--- src/rtl/tlvd_pkg.sv ---
// Package for the TLV field deframer: phase and result-kind codes, and the
// structs that pass parser state and results between modules. No dependencies.
package tlvd_pkg;

   localparam int unsigned BYTE_W = 8;
   localparam int unsigned LEN_W  = 16;
   localparam int unsigned KIND_W = 2;

   typedef enum logic [1:0] {
      PH_DESC = 2'd0,
      PH_LEN1 = 2'd1,
      PH_LEN2 = 2'd2,
      PH_DATA = 2'd3
   } phase_type;

   typedef enum logic [KIND_W-1:0] {
      KIND_DATA  = 2'd0,
      KIND_EMPTY = 2'd1,
      KIND_ERROR = 2'd2
   } kind_type;

   typedef struct packed {
      phase_type          phase;
      logic [BYTE_W-1:0]  held_descriptor;
      logic [BYTE_W-1:0]  first_length_byte;
      logic [LEN_W-1:0]   held_length;
      logic [LEN_W-1:0]   bytes_remaining;
   } parse_state_type;

   typedef struct packed {
      kind_type           kind;
      logic [BYTE_W-1:0]  field_descriptor;
      logic [LEN_W-1:0]   field_length;
      logic [BYTE_W-1:0]  data_value;
      logic               field_end;
      logic               payload_end;
   } result_type;

endpackage

--- src/rtl/tlvd_if.sv ---
// Valid/ready word channels of the TLV field deframer: payload bytes in,
// tagged results out. Depends on tlvd_pkg for field widths.
interface tlvd_req_if;
   logic                         valid;
   logic                         ready;
   logic [tlvd_pkg::BYTE_W-1:0]  byte_value;
   logic                         payload_last;

   modport source (output valid, output byte_value, output payload_last, input ready);
   modport sink   (input valid, input byte_value, input payload_last, output ready);
endinterface

interface tlvd_rsp_if;
   logic                         valid;
   logic                         ready;
   logic [tlvd_pkg::KIND_W-1:0]  kind;
   logic [tlvd_pkg::BYTE_W-1:0]  field_descriptor;
   logic [tlvd_pkg::LEN_W-1:0]   field_length;
   logic [tlvd_pkg::BYTE_W-1:0]  data_value;
   logic                         field_end;
   logic                         payload_end;

   modport source (output valid, output kind, output field_descriptor, output field_length,
                   output data_value, output field_end, output payload_end, input ready);
   modport sink   (input valid, input kind, input field_descriptor, input field_length,
                   input data_value, input field_end, input payload_end, output ready);
endinterface

--- src/rtl/tlv_field_deframer.sv ---
// Top level of the TLV field deframer: parser state, result register and
// the byte-order register. Depends on tlvd_pkg, tlvd_if and tlvd_parse.

// The deframer takes one payload byte per word on req_bus, with payload_last
// on the final byte, and splits the payload into fields of a descriptor byte,
// a two-byte length and that many data bytes. Every data byte leaves on
// rsp_bus tagged with its field's descriptor and length; a zero-length field
// gives one empty-field word; a payload that ends inside a header or inside
// data gives one truncation error word, after which the consumer should drop
// whatever it already took from that payload. Header bytes give no word.
// Rate: one byte per clock while no result sits unread. Each byte updates the phase and
// counter registers in the cycle it is accepted, and its result is loaded into a
// single output register in that same cycle. The byte is taken whenever that
// register is empty or is being drained in the same cycle, so req_bus only
// stalls while a result sits unread. csr_write_data selects the length byte
// order (0 low byte first, 1 high byte first); write it only while idle.
module tlv_field_deframer (
   input  logic            clock,
   input  logic            reset,
   input  logic            csr_write_enable,
   input  logic            csr_write_data,
   tlvd_req_if.sink        req_bus,
   tlvd_rsp_if.source      rsp_bus
);
   import tlvd_pkg::*;

   parse_state_type state_ff;
   parse_state_type state_in;
   logic            length_high_first_ff;
   logic            rsp_valid_ff;
   result_type      rsp_data_ff;

   logic            req_accept;
   logic            res_valid;
   result_type      res;

   // Take a byte when the result register is free or emptying now.
   assign req_bus.ready = !rsp_valid_ff || rsp_bus.ready;
   assign req_accept    = req_bus.valid && req_bus.ready;

   tlvd_parse u_parse (
      .cur_state         (state_ff),
      .byte_value        (req_bus.byte_value),
      .payload_last      (req_bus.payload_last),
      .length_high_first (length_high_first_ff),
      .nxt_state         (state_in),
      .res_valid         (res_valid),
      .res               (res)
   );

   // Byte-order register.
   always_ff @(posedge clock) begin
      if (reset) begin
         length_high_first_ff <= 1'b0;
      end else if (csr_write_enable) begin
         length_high_first_ff <= csr_write_data;
      end
   end

   // Advance parser state on each accepted byte.
   always_ff @(posedge clock) begin
      if (reset) begin
         state_ff.phase             <= PH_DESC;
         state_ff.held_descriptor   <= '0;
         state_ff.first_length_byte <= '0;
         state_ff.held_length       <= '0;
         state_ff.bytes_remaining   <= '0;
      end else if (req_accept) begin
         state_ff <= state_in;
      end
   end

   // Result register: drop the word once taken, load a new one on accept.
   always_ff @(posedge clock) begin
      if (reset) begin
         rsp_valid_ff <= 1'b0;
      end else begin
         if (rsp_bus.ready) begin
            rsp_valid_ff <= 1'b0;
         end
         if (req_accept && res_valid) begin
            rsp_valid_ff <= 1'b1;
         end
      end
   end

   // Hold the payload until the next result replaces it.
   always_ff @(posedge clock) begin
      if (req_accept && res_valid) begin
         rsp_data_ff <= res;
      end
   end

   assign rsp_bus.valid            = rsp_valid_ff;
   assign rsp_bus.kind             = rsp_data_ff.kind;
   assign rsp_bus.field_descriptor = rsp_data_ff.field_descriptor;
   assign rsp_bus.field_length     = rsp_data_ff.field_length;
   assign rsp_bus.data_value       = rsp_data_ff.data_value;
   assign rsp_bus.field_end        = rsp_data_ff.field_end;
   assign rsp_bus.payload_end      = rsp_data_ff.payload_end;

endmodule

--- src/rtl/tlvd_parse.sv ---
// Next-state and result logic of the deframer for one payload byte.
// Depends on tlvd_pkg for the state and result structs.
module tlvd_parse (
   input  tlvd_pkg::parse_state_type   cur_state,
   input  logic [tlvd_pkg::BYTE_W-1:0] byte_value,
   input  logic                        payload_last,
   input  logic                        length_high_first,
   output tlvd_pkg::parse_state_type   nxt_state,
   output logic                        res_valid,
   output tlvd_pkg::result_type        res
);
   import tlvd_pkg::*;

   logic [LEN_W-1:0] len_decoded;
   logic [LEN_W-1:0] rem;
   logic             data_fend;

   // Assemble the length from the held first byte and this byte.
   assign len_decoded = length_high_first ? {cur_state.first_length_byte, byte_value}
                                          : {byte_value, cur_state.first_length_byte};
   assign rem       = cur_state.bytes_remaining - LEN_W'(1);
   assign data_fend = (rem == '0);

   always_comb begin
      nxt_state = cur_state;
      unique case (cur_state.phase)
         PH_DESC: begin
            nxt_state.held_descriptor = byte_value;
            nxt_state.phase = payload_last ? PH_DESC : PH_LEN1;
         end
         PH_LEN1: begin
            nxt_state.first_length_byte = byte_value;
            nxt_state.phase = payload_last ? PH_DESC : PH_LEN2;
         end
         PH_LEN2: begin
            nxt_state.held_length = len_decoded;
            if ((len_decoded == '0) || payload_last) begin
               nxt_state.phase = PH_DESC;
            end else begin
               nxt_state.bytes_remaining = len_decoded;
               nxt_state.phase = PH_DATA;
            end
         end
         PH_DATA: begin
            nxt_state.bytes_remaining = rem;
            if (data_fend || payload_last) begin
               nxt_state.phase = PH_DESC;
            end
         end
         default: nxt_state.phase = PH_DESC;
      endcase
   end

   always_comb begin
      res_valid            = 1'b0;
      res.kind             = KIND_ERROR;
      res.field_descriptor = cur_state.held_descriptor;
      res.field_length     = '0;
      res.data_value       = '0;
      res.field_end        = 1'b1;
      res.payload_end      = 1'b1;
      unique case (cur_state.phase)
         PH_DESC: begin
            // Payload ends on a bare descriptor: report it with the byte itself.
            res_valid            = payload_last;
            res.field_descriptor = byte_value;
         end
         PH_LEN1: begin
            res_valid = payload_last;
         end
         PH_LEN2: begin
            res.field_length = len_decoded;
            if (len_decoded == '0) begin
               res_valid       = 1'b1;
               res.kind        = KIND_EMPTY;
               res.payload_end = payload_last;
            end else begin
               res_valid = payload_last;
            end
         end
         PH_DATA: begin
            res_valid        = 1'b1;
            res.field_length = cur_state.held_length;
            if (!data_fend && payload_last) begin
               res.kind = KIND_ERROR;
            end else begin
               res.kind        = KIND_DATA;
               res.data_value  = byte_value;
               res.field_end   = data_fend;
               res.payload_end = data_fend && payload_last;
            end
         end
         default: res_valid = 1'b0;
      endcase
   end

endmodule

--- src/flat_wrapper.sv ---
// flat-port wrapper written by rule: the top's interface ports become plain ports
module tlv_field_deframer_flat import tlvd_pkg::*;
  (clock, reset, csr_write_enable, csr_write_data, req_bus_valid, req_bus_byte_value, req_bus_payload_last, req_bus_ready, rsp_bus_valid, rsp_bus_kind, rsp_bus_field_descriptor, rsp_bus_field_length, rsp_bus_data_value, rsp_bus_field_end, rsp_bus_payload_end, rsp_bus_ready);
  tlvd_req_if req_bus_i ();
  tlvd_rsp_if rsp_bus_i ();
  input  logic clock;
  input  logic reset;
  input  logic csr_write_enable;
  input  logic csr_write_data;
  input wire logic [$bits(req_bus_i.valid)-1:0] req_bus_valid;
  input wire logic [$bits(req_bus_i.byte_value)-1:0] req_bus_byte_value;
  input wire logic [$bits(req_bus_i.payload_last)-1:0] req_bus_payload_last;
  output wire logic [$bits(req_bus_i.ready)-1:0] req_bus_ready;
  output wire logic [$bits(rsp_bus_i.valid)-1:0] rsp_bus_valid;
  output wire logic [$bits(rsp_bus_i.kind)-1:0] rsp_bus_kind;
  output wire logic [$bits(rsp_bus_i.field_descriptor)-1:0] rsp_bus_field_descriptor;
  output wire logic [$bits(rsp_bus_i.field_length)-1:0] rsp_bus_field_length;
  output wire logic [$bits(rsp_bus_i.data_value)-1:0] rsp_bus_data_value;
  output wire logic [$bits(rsp_bus_i.field_end)-1:0] rsp_bus_field_end;
  output wire logic [$bits(rsp_bus_i.payload_end)-1:0] rsp_bus_payload_end;
  input wire logic [$bits(rsp_bus_i.ready)-1:0] rsp_bus_ready;
  assign req_bus_i.valid = req_bus_valid;
  assign req_bus_i.byte_value = req_bus_byte_value;
  assign req_bus_i.payload_last = req_bus_payload_last;
  assign req_bus_ready = req_bus_i.ready;
  assign rsp_bus_valid = rsp_bus_i.valid;
  assign rsp_bus_kind = rsp_bus_i.kind;
  assign rsp_bus_field_descriptor = rsp_bus_i.field_descriptor;
  assign rsp_bus_field_length = rsp_bus_i.field_length;
  assign rsp_bus_data_value = rsp_bus_i.data_value;
  assign rsp_bus_field_end = rsp_bus_i.field_end;
  assign rsp_bus_payload_end = rsp_bus_i.payload_end;
  assign rsp_bus_i.ready = rsp_bus_ready;
  tlv_field_deframer u_core (.clock(clock), .reset(reset), .csr_write_enable(csr_write_enable), .csr_write_data(csr_write_data), .req_bus(req_bus_i), .rsp_bus(rsp_bus_i));
endmodule
--- config.mk ---
export PLATFORM = sky130hd
export DESIGN_NAME = tlv_field_deframer_flat
export DESIGN_NICKNAME = d
export VERILOG_FILES = /design/src/rtl/tlvd_pkg.sv /design/src/rtl/tlvd_if.sv /design/src/rtl/tlv_field_deframer.sv /design/src/rtl/tlvd_parse.sv /design/src/flat_wrapper.sv
export SDC_FILE = /design/constraint.sdc
export NUM_CORES = 1
export LEC_CHECK = 0
export ABC_AREA = 1
export ABC_CLOCK_PERIOD_IN_PS = 7800
export BUFFER_PORTS_ARGS = -buffer_cell sky130_fd_sc_hd__buf_2
export CAP_MARGIN = 20
export CELL_PAD_IN_SITES_DETAIL_PLACEMENT = 2
export CELL_PAD_IN_SITES_GLOBAL_PLACEMENT = 2
export CORE_AREA = 2 2 126 128
export CTS_CLUSTER_SIZE = 28
export DETAILED_ROUTE_END_ITERATION = 12
export DIE_AREA = 0 0 128 130
export PLACE_DENSITY = 0.83
export SYNTH_ARGS = -nofsm -noshare
export SYNTH_HDL_FRONTEND = slang
export SYNTH_HIERARCHICAL = 1
export SYNTH_SLANG_ARGS = --single-unit
export TNS_END_PERCENT = 10
--- constraint.sdc ---
create_clock -name clock -period 7.8 [get_ports clock]
set_input_delay 1.17 -clock clock [delete_from_list [all_inputs] [get_ports clock]]
set_output_delay 1.17 -clock clock [all_outputs]
set_load 0.03 [all_outputs]
==> impl_metrics.prom <==
# TYPE chip_impl_metric gauge
chip_impl_metric{name="routed_wl",unit="um"} 18700
chip_impl_info{name="clock-root-buffer",value="sky130_fd_sc_hd__clkbuf_16"} 1
chip_impl_metric{name="ys_seq_elements",unit=""} 88
chip_impl_metric{name="layoutNonFillerInstCount",unit=""} 1007
chip_impl_metric{name="clkTransAtPathRegs",unit="ns"} 0.07
chip_impl_metric{name="postCtsResizedCells",unit=""} 0
chip_impl_metric{name="drcViolationCount",unit=""} 0
chip_impl_metric{name="place.detailed.instances",unit=""} 987
chip_impl_metric{name="path_max_fanout",unit=""} 70
chip_impl_metric{name="cts_max_path_buffers",unit=""} 2
chip_impl_metric{name="synth-warning-count",unit=""} 6
chip_impl_metric{name="layout.area.seq",unit="sq um"} 2120
chip_impl_metric{name="design.portCount",unit=""} 53
chip_impl_metric{name="num-fill-cells",unit=""} 1885
chip_impl_metric{name="total_switching_power",unit="W"} 0.000443
chip_impl_metric{name="critical_path_arrival",unit="ns"} 2.89
chip_impl_metric{name="post_synth_instance_area",unit="sq um"} 5580
chip_impl_metric{name="first_pass_grt_wire_length",unit="um"} 29700
chip_impl_metric{name="sequential_share_of_the_synthesized_area",unit=""} 0.380
chip_impl_info{name="cts_tree",value="built"} 1
chip_impl_metric{name="worstPathRequired",unit="ns"} 6.63
chip_impl_metric{name="final_design_area_no_fill",unit="sq um"} 6080
chip_impl_metric{name="timing.max_slew.rel_slack",unit=""} 0.299
chip_impl_metric{name="setup_tns",unit="ns"} 0
chip_impl_metric{name="multiInputGateArea",unit="sq um"} 2650
chip_impl_metric{name="vdd.ir_drop.worst",unit="mV"} 0.103
chip_impl_metric{name="share_of_the_synthesized_area_in_the_top_cell_type",unit=""} 0.194
chip_impl_info{name="timing_worst_setup_path_type",value="primary input to primary output"} 1
chip_impl_metric{name="initial_core_util",unit=""} 0.362
chip_impl_metric{name="period_share",unit=""} 0.521
chip_impl_metric{name="powerDensity",unit="nW/um^2"} 211
chip_impl_metric{name="cts_htree_levels",unit=""} 3
chip_impl_info{name="result_of_the_run",value="complete, no violations"} 1
chip_impl_metric{name="design.die.area",unit="sq um"} 16600
chip_impl_metric{name="drive_above_1_share",unit=""} 0.190
chip_impl_metric{name="avgSynthCellArea",unit="sq um"} 7.06
chip_impl_metric{name="vias",unit=""} 5226
chip_impl_metric{name="die_width",unit="um"} 128
chip_impl_info{name="min-delay-path-class",value="flip-flop to flip-flop"} 1
chip_impl_info{name="synth_area_leader_cell",value="sky130_fd_sc_hd__edfxtp_1"} 1
chip_impl_metric{name="port-buffer-count",unit=""} 52
chip_impl_metric{name="maxCapViolCount",unit=""} 0
chip_impl_metric{name="fmax",unit="MHz"} 246
chip_impl_metric{name="detail_route.wl_per_cell",unit="um"} 18.6
chip_impl_metric{name="first_pass_iters",unit=""} 4
chip_impl_metric{name="timing.clock.skew",unit="ns"} 0.0113
chip_impl_metric{name="drt-initial-drc-count",unit=""} 298
chip_impl_metric{name="row_count",unit=""} 46
chip_impl_info{name="synth.area.top_cells",value="sky130_fd_sc_hd__edfxtp_1 19%, sky130_fd_sc_hd__dfxtp_1 19%, sky130_fd_sc_hd__nand2_1 13%, sky130_fd_sc_hd__inv_1 7.4%, sky130_fd_sc_hd__nor2_1 7.3%"} 1
chip_impl_metric{name="vias_per_cell",unit=""} 5.19
chip_impl_info{name="synthTopCellsByCount",value="190 x sky130_fd_sc_hd__nand2_1, 110 x sky130_fd_sc_hd__inv_1, 108 x sky130_fd_sc_hd__nor2_1"} 1
chip_impl_metric{name="comb_power_share",unit=""} 0.246
chip_impl_metric{name="final.hold.worst_slack",unit="ns"} 0.490
chip_impl_metric{name="slew_viol_final",unit=""} 0
chip_impl_metric{name="pin_count_of_the_biggest_net_entering_global_routing",unit=""} 71
chip_impl_info{name="start_kind",value="primary input"} 1
chip_impl_metric{name="die_y",unit="um"} 130
chip_impl_metric{name="cts_setup_buffers",unit=""} 0
chip_impl_metric{name="post-route-min-period",unit="ns"} 4.06
chip_impl_metric{name="fin_nets",unit=""} 827
chip_impl_metric{name="p_leak",unit="nW"} 2.72
chip_impl_metric{name="tritoncts_num_sinks",unit=""} 88
chip_impl_metric{name="antenna-diode-count",unit=""} 0
chip_impl_metric{name="globalplace.congestion",unit=""} 0.843
chip_impl_metric{name="core_region_area",unit="sq um"} 15400
chip_impl_metric{name="final_antenna_violating_net_count",unit=""} 0
chip_impl_metric{name="p_int",unit="W"} 0.000841
chip_impl_metric{name="timing_hold_violations_final",unit=""} 0
chip_impl_metric{name="syn_nets",unit=""} 808
chip_impl_metric{name="swShare",unit=""} 0.345
chip_impl_metric{name="grt_usage",unit=""} 0.232
chip_impl_info{name="worstSetupEndpointType",value="primary output"} 1
chip_impl_metric{name="synth_async_sr_flop_share",unit=""} 0
chip_impl_info{name="rsz0062_at_grt",value="false"} 1
chip_impl_metric{name="seqPwrFrac",unit=""} 0.425
chip_impl_metric{name="insertion_delay",unit="ns"} 0.36
chip_impl_metric{name="flow.area_growth_from_synthesis",unit="%"} 8.85
chip_impl_metric{name="power_frac_clock",unit=""} 0.330
chip_impl_metric{name="first_global_vias",unit=""} 5507
chip_impl_metric{name="synth.lib_cells_used.distinct",unit=""} 32
chip_impl_metric{name="post-dp-hpwl",unit="um"} 12900
chip_impl_metric{name="timing_worst_slew_pin_value",unit="ns"} 1.05
chip_impl_metric{name="synth_enable_flop_cells",unit=""} 36
chip_impl_metric{name="grt-ovfl-total",unit=""} 0
chip_impl_metric{name="cts_hold_repair_buffers",unit=""} 0
chip_impl_metric{name="antenna_found_initial",unit=""} 0
chip_impl_info{name="synthFlopType",value="sky130_fd_sc_hd__dfxtp_1"} 1
chip_impl_metric{name="cts_inserted_buffers",unit=""} 9
chip_impl_info{name="synthMostInstantiatedCell",value="sky130_fd_sc_hd__nand2_1"} 1
chip_impl_metric{name="setup_violations",unit=""} 0
chip_impl_metric{name="dpl_cell_area",unit="sq um"} 5730
chip_impl_metric{name="number_of_instances_in_the_synthesized_netlist",unit=""} 791
## metrics by stage
step           setup WS, ns  utilization  power [W]
4_1_cts                3.74        0.390    0.00129
2_1_floorplan          3.92            -   0.000790
3_5_place_dp           3.73        0.372   0.000862
6_report               3.74        0.394    0.00128
5_1_grt                3.64        0.394    0.00136
3_3_place_gp           3.83        0.372   0.000837
## cell families after synthesis
kind of cell,synth area share
AO/OA/AOI/OAI,0.164
XOR/XNOR,0.00314
adder cells (fa/ha/maj),0.00448
buffers and inverters,0.146
flip-flops,0.380
AND/OR/NAND/NOR,0.302
## final timing paths
check | start | to | slack, ns | cells past startpoint
worst max-delay path | rsp_bus_ready | req_bus_ready | 3.74 | 5
worst min-delay path | u_core/state_ff[30] | u_core/state_ff[30] | 0.49 | 2
worst max register to register | u_core/state_ff[49] | u_core/state_ff[10] | 4.42 | 11
worst min register to register | u_core/state_ff[30] | u_core/state_ff[30] | 0.49 | 2
## cells in the final DEF, fill, tap and decap left out, types with 2 or more instances in the layout
cell / count
sky130_fd_sc_hd__nand2_1: 190
sky130_fd_sc_hd__inv_1: 110
sky130_fd_sc_hd__nor2_1: 107
sky130_fd_sc_hd__nand3_1: 57
sky130_fd_sc_hd__o21ai_0: 57
sky130_fd_sc_hd__dfxtp_1: 52
sky130_fd_sc_hd__buf_2: 51
sky130_fd_sc_hd__a21oi_2: 38
sky130_fd_sc_hd__edfxtp_1: 36
sky130_fd_sc_hd__a21oi_1: 24
sky130_fd_sc_hd__nand3_2: 18
sky130_fd_sc_hd__o21ai_1: 14
sky130_fd_sc_hd__clkbuf_16: 9
sky130_fd_sc_hd__o21ai_2: 8
sky130_fd_sc_hd__buf_4: 6
sky130_fd_sc_hd__inv_2: 5
sky130_fd_sc_hd__nor2_2: 4
sky130_fd_sc_hd__nand2_4: 3
sky130_fd_sc_hd__nand2_2: 3
sky130_fd_sc_hd__clkinvlp_4: 2
sky130_fd_sc_hd__clkinv_4: 2
sky130_fd_sc_hd__o22ai_1: 2
sky130_fd_sc_hd__o21bai_1: 2
sky130_fd_sc_hd__ha_1: 2
## worst max-delay path, cell delays in order
cell                      delay, ns
sky130_fd_sc_hd__buf_2         0.09
sky130_fd_sc_hd__inv_2         0.04
sky130_fd_sc_hd__nand2_4       0.35
sky130_fd_sc_hd__buf_4         0.82
sky130_fd_sc_hd__buf_2         0.34
## layout make-up
cell class / instances / area share
Clock inverter: 5 / 0.00679
Clock buffer: 11 / 0.0399
Sequential cell: 88 / 0.349
Inverter: 115 / 0.0710
Multi-Input combinational cell: 537 / 0.436
Tap cell: 192 / 0.0395
Timing Repair Buffer: 59 / 0.0572
## power groups by stage
stage	Combinational, W	Clock [W]	Sequential [W]
2_1_floorplan	0.000220	0	0.000571
3_3_place_gp	0.000282	0	0.000554
3_5_place_dp	0.000305	0	0.000558
4_1_cts	0.000309	0.000436	0.000548
5_1_grt	0.000353	0.000453	0.000549
6_report	0.000315	0.000423	0.000545
## layer usage
metal  share of wire  GRT usage  routed length [um]  vias to the layer above
li1                -          -                   -                     2529
met1            0.45      0.290                8360                     2594
met2            0.51      0.412                9470                       79
met3           0.025     0.0262                 469                       24
met4           0.022     0.0873                 407                        0
met5               0          0                   0                        -
## state kept, by name, summed over array words and instances, names as in the netlist
register	count
u_core/rsp_bus.field_end	1
u_core/rsp_bus.valid	1
u_core/rsp_bus.field_descriptor	8
u_core/length_high_first_ff	1
u_core/rsp_bus.payload_end	1
u_core/rsp_bus.kind	2
u_core/rsp_bus.field_length	16
u_core/state_ff	50
u_core/rsp_bus.data_value	8
(Power assumes the default switching activity.)
